===== config.mk =====
export PLATFORM = sky130hd
export DESIGN_NAME = mmd_add4
export DESIGN_NICKNAME = d
export VERILOG_FILES = /design/src/rtl/mmd_pkg.sv /design/src/rtl/mmd_add4.sv
export SDC_FILE = /design/constraint.sdc
export NUM_CORES = 1
export LEC_CHECK = 0
export BUFFER_PORTS_ARGS = -buffer_cell sky130_fd_sc_hd__buf_2
export CORE_MARGIN = 1.5
export CORE_UTILIZATION = 35
export DETAILED_ROUTE_END_ITERATION = 12
export PLACE_DENSITY = 0.74
export RECOVER_POWER = 25
export SLEW_MARGIN = 20
export SYNTH_ARGS = -nofsm -noshare
export SYNTH_HDL_FRONTEND = slang
export SYNTH_SLANG_ARGS = --single-unit

===== constraint.sdc =====
create_clock -name vclk -period 2.3
set_clock_uncertainty 0.1 [all_clocks]
set_input_delay 0.345 -clock vclk [all_inputs]
set_output_delay 0.345 -clock vclk [all_outputs]
set_load 0.05 [all_outputs]

===== src/rtl/mmd_pkg.sv =====
package mmd_pkg;

  localparam int CFG_W     = 4;
  localparam int CFG_IDX_W = 2;

  localparam logic [CFG_IDX_W-1:0] REG_IMAGE_SIZE_LOG2 = 2'd0;
  localparam logic [CFG_IDX_W-1:0] REG_TILE_SIZE_LOG2  = 2'd1;

  localparam logic [CFG_W-1:0] IMAGE_LOG2_RST = 4'd8;
  localparam logic [CFG_W-1:0] TILE_LOG2_RST  = 4'd4;

  localparam int CH_W    = 8;
  localparam int LANES   = 4;
  localparam int PIX_W   = CH_W * LANES;
  localparam int PSUM_W  = CH_W + 1;
  localparam int LINE_W  = PSUM_W * LANES;
  localparam int SUM_W   = PSUM_W + 1;
  localparam int LVL_W   = 4;
  localparam int COORD_W = 7;
  localparam int OUT_DATA_W = 56;

  typedef logic [LINE_W-1:0]        line_word_t;
  typedef logic [SUM_W*LANES-1:0]   lane_sum_t;
  typedef logic [PIX_W-1:0]         pixel_t;

endpackage


===== src/rtl/mmd_add4.sv =====
module mmd_add4
  import mmd_pkg::*;
(
  input  line_word_t op_a,
  input  line_word_t op_b,
  output lane_sum_t  sum
);

  // four independent per-channel adders, shared by pair and quad sums
  for (genvar c = 0; c < LANES; c++) begin : g_lane
    assign sum[c*SUM_W +: SUM_W] = SUM_W'(op_a[c*PSUM_W +: PSUM_W])
                                 + SUM_W'(op_b[c*PSUM_W +: PSUM_W]);
  end

endmodule


==> key figures <==
STA
  • Worst-Margin Slew: 0.603 ns
  • RSZ-0062 raised after global routing: true
  • Worst hold slack: 1.03 ns
  • Endpoints failing setup: 4
  • Max-slew headroom: 0.600
  • Post-route setup slack: -0.0856 ns
  • Fmax: 0.419 GHz
  • Final setup TNS: -0.161 ns
  • Hold violation count in the final report: 0
  • Fin. max-slew vios: 0
  • Min Tclk post-route: 2.39 ns
  • Final Cycle Share: 1.04

Floorplanning
  • Die width: 64.8 um
  • Die area: 4200 um2
  • Starting density of the core: 0.366
  • Core Region: 3660 um2
  • I/O pin total: around 110
  • Placement row count: 22
  • Die extent in y: 64.8 um

Pwr
  • Max VDD drop: approximately 0.32 mV
  • Leakage power: 0.00146 uW
  • Power density over the cells: a little under 500 nW/um2

Detailed routing
  • DR iter-0 viols: 50
  • Vias: approximately 1800
  • WL/cell: 12.1 um
  • Routed vias/inst: 4.96
  • Routed Wire Length: approximately 4400 um
  • ANT nets after route: 0
  • Pre-Repair DR Iteration Count: 4
  • Detailed-route DRC error count: 0

Cells and area
  • Clkbuf count: 0
  • Share of cells above drive strength 1: 0.631
  • Commonest cells after routing, fill and taps aside: buf_2, buf_4, ha_1
  • Fillers: 273
  • Sequential Area: 0 um2
  • Diodes inserted: 0
  • Num sequential: 0
  • Post-route insts no fill: 365
  • Layout area overhead: 111%
  • Commonest non-fill, non-tap cell in the layout: buf_2
  • Nets: around 430

Worst setup path
  • Cells along the critical path: buf_6 > ha_4 > and3_4 > a221o_2 > nor4_4 > nor3_2 > xor2_4 > buf_6
  • Critical path class: input port to output pin
  • Startpoint types: input port
  • Worst Path Required: 1.86 ns
  • Critical path fanouts, max: 4
  • Crit path arrival time: 1.94 ns
  • Nature of the critical path endpoint: output pin
  • Crit path largest cell delay: 0.39 ns
  • CP most frequent cell: buf_6
  • Crit path max-delay cell type: a221o_2

Global routing
  • Gr ovfl total: 0
  • Initial antenna violation count: 0
  • Largest net degree at the start of global routing: 6
  • Met2 usage: 0.392
  • First-pass GRT wire length: a little under 7000 um
  • Vias in the first global route: 1720
  • Gr busiest metal: met2
  • Met1 usage: 0.211
  • Met3 GRT Util: 0.0156
  • Total Routing Usage GR: 0.191

Placement
  • Detail Placement HPWL: 3310 um
  • GPL Wtd Cong: 0.761
  • Placed Cells incl. Taps: 360
  • Port Buffer Count: ~110

Clock tree
  • Hold-fix buffers, CTS: 0

Run status
  • Status: finished with violations
  • Failing checks: negative setup slack

Logic synthesis
  • Synthesized instance count: 171
  • YS warnings: 0
  • Post-synthesis sequential area ratio: 0
  • Count of different cell masters after synthesis: 24
  • Mapped Area: 1340 um2
  • Post-Syn Nets: 283
  • Mean Syn Cell Area: 7.83 um2

Min path
  • Hold Path Stages: 4
  • Worst Hold Class: input port to output pin

Run
  • Maxcap violations: 0
## critical path, delay by kind of cell
family                   cells  cell delay [ns]
buffers and inverters        2             0.26
AND/OR/NAND/NOR              3             0.52
AO/OA/AOI/OAI                1             0.39
XOR/XNOR                     1             0.19
adder cells (fa/ha/maj)      1             0.24
## synth_stat cells, types with 2 or more instances
master    count  area share
xor2_1        2       0.013
o211ai_1      3       0.017
ha_1         36        0.34
fa_1          4       0.060
a31oi_1       3       0.014
inv_1        21       0.059
a211oi_1      2       0.011
or3_1         3       0.014
a21oi_1      22       0.082
o221ai_1      3       0.020
nor3_1        6       0.022
o21ai_1       4       0.015
o21ai_0       7       0.026
xnor2_1      26        0.17
a21o_1       12       0.067
nand3_1       4       0.015
nand2_1       6       0.017
## cells by family (layout without fill, tap and decap cells)
kind of cell / after synthesis / in the layout / share of synthesized area
adder cells (fa/ha/maj): 40 / 40 / 0.396
buffers and inverters: 21 / 167 / 0.0589
XOR/XNOR: 28 / 28 / 0.183
AO/OA/AOI/OAI: 58 / 58 / 0.266
AND/OR/NAND/NOR: 24 / 24 / 0.0953
## final cells by class
cell class | count | area, um2 | share of cell area
repair buffers | 146 | 1000 | 0.355
well taps | 48 | 60.1 | 0.0213
multi-input cells | 150 | 1680 | 0.595
inverters | 21 | 78.8 | 0.0279
## per-layer routing
| layer | wire length [um] | part of all wire | up-vias |
|---|---|---|---|
| met3 | 250 | 0.057 | 8 |
| met4 | 89 | 0.020 | 0 |
| met5 | 0 | 0 | - |
| met1 | 1670 | 0.38 | 818 |
| li1 | - | - | 919 |
| met2 | 2390 | 0.54 | 65 |
## through the flow
step / utilization / area (um2) / power (uW) / setup slack (ns)
floorplan: - / 1560 / 913 / -0.0802
global placement: 0.656 / 2400 / 1200 / -0.206
CTS: 0.711 / 2600 / 1310 / -0.0839
finish: 0.771 / 2820 / 1390 / -0.0856
detailed placement: 0.656 / 2400 / 1210 / -0.229
global route: 0.771 / 2820 / 1470 / -0.164
## worst paths after layout
path,slack [ns],endpoint,start
worst min-delay path,1.03,sum[39],op_b[35]
worst max-delay path,-0.09,sum[37],op_b[31]
## where the power goes
group	switching (uW)	internal, uW	total [uW]
logic	844	547	1390
registers	0	0	0
clock network	0	0	0
## timing repair
action                                 in CTS  in global routing
endpoints found under the hold margin       0                  0
pin swaps                                  23                 37
setup buffers                               1                  4
gates resized for setup                    50                 50
setup endpoints to repair                  18                 21
Power figures use the tool's default switching activity.
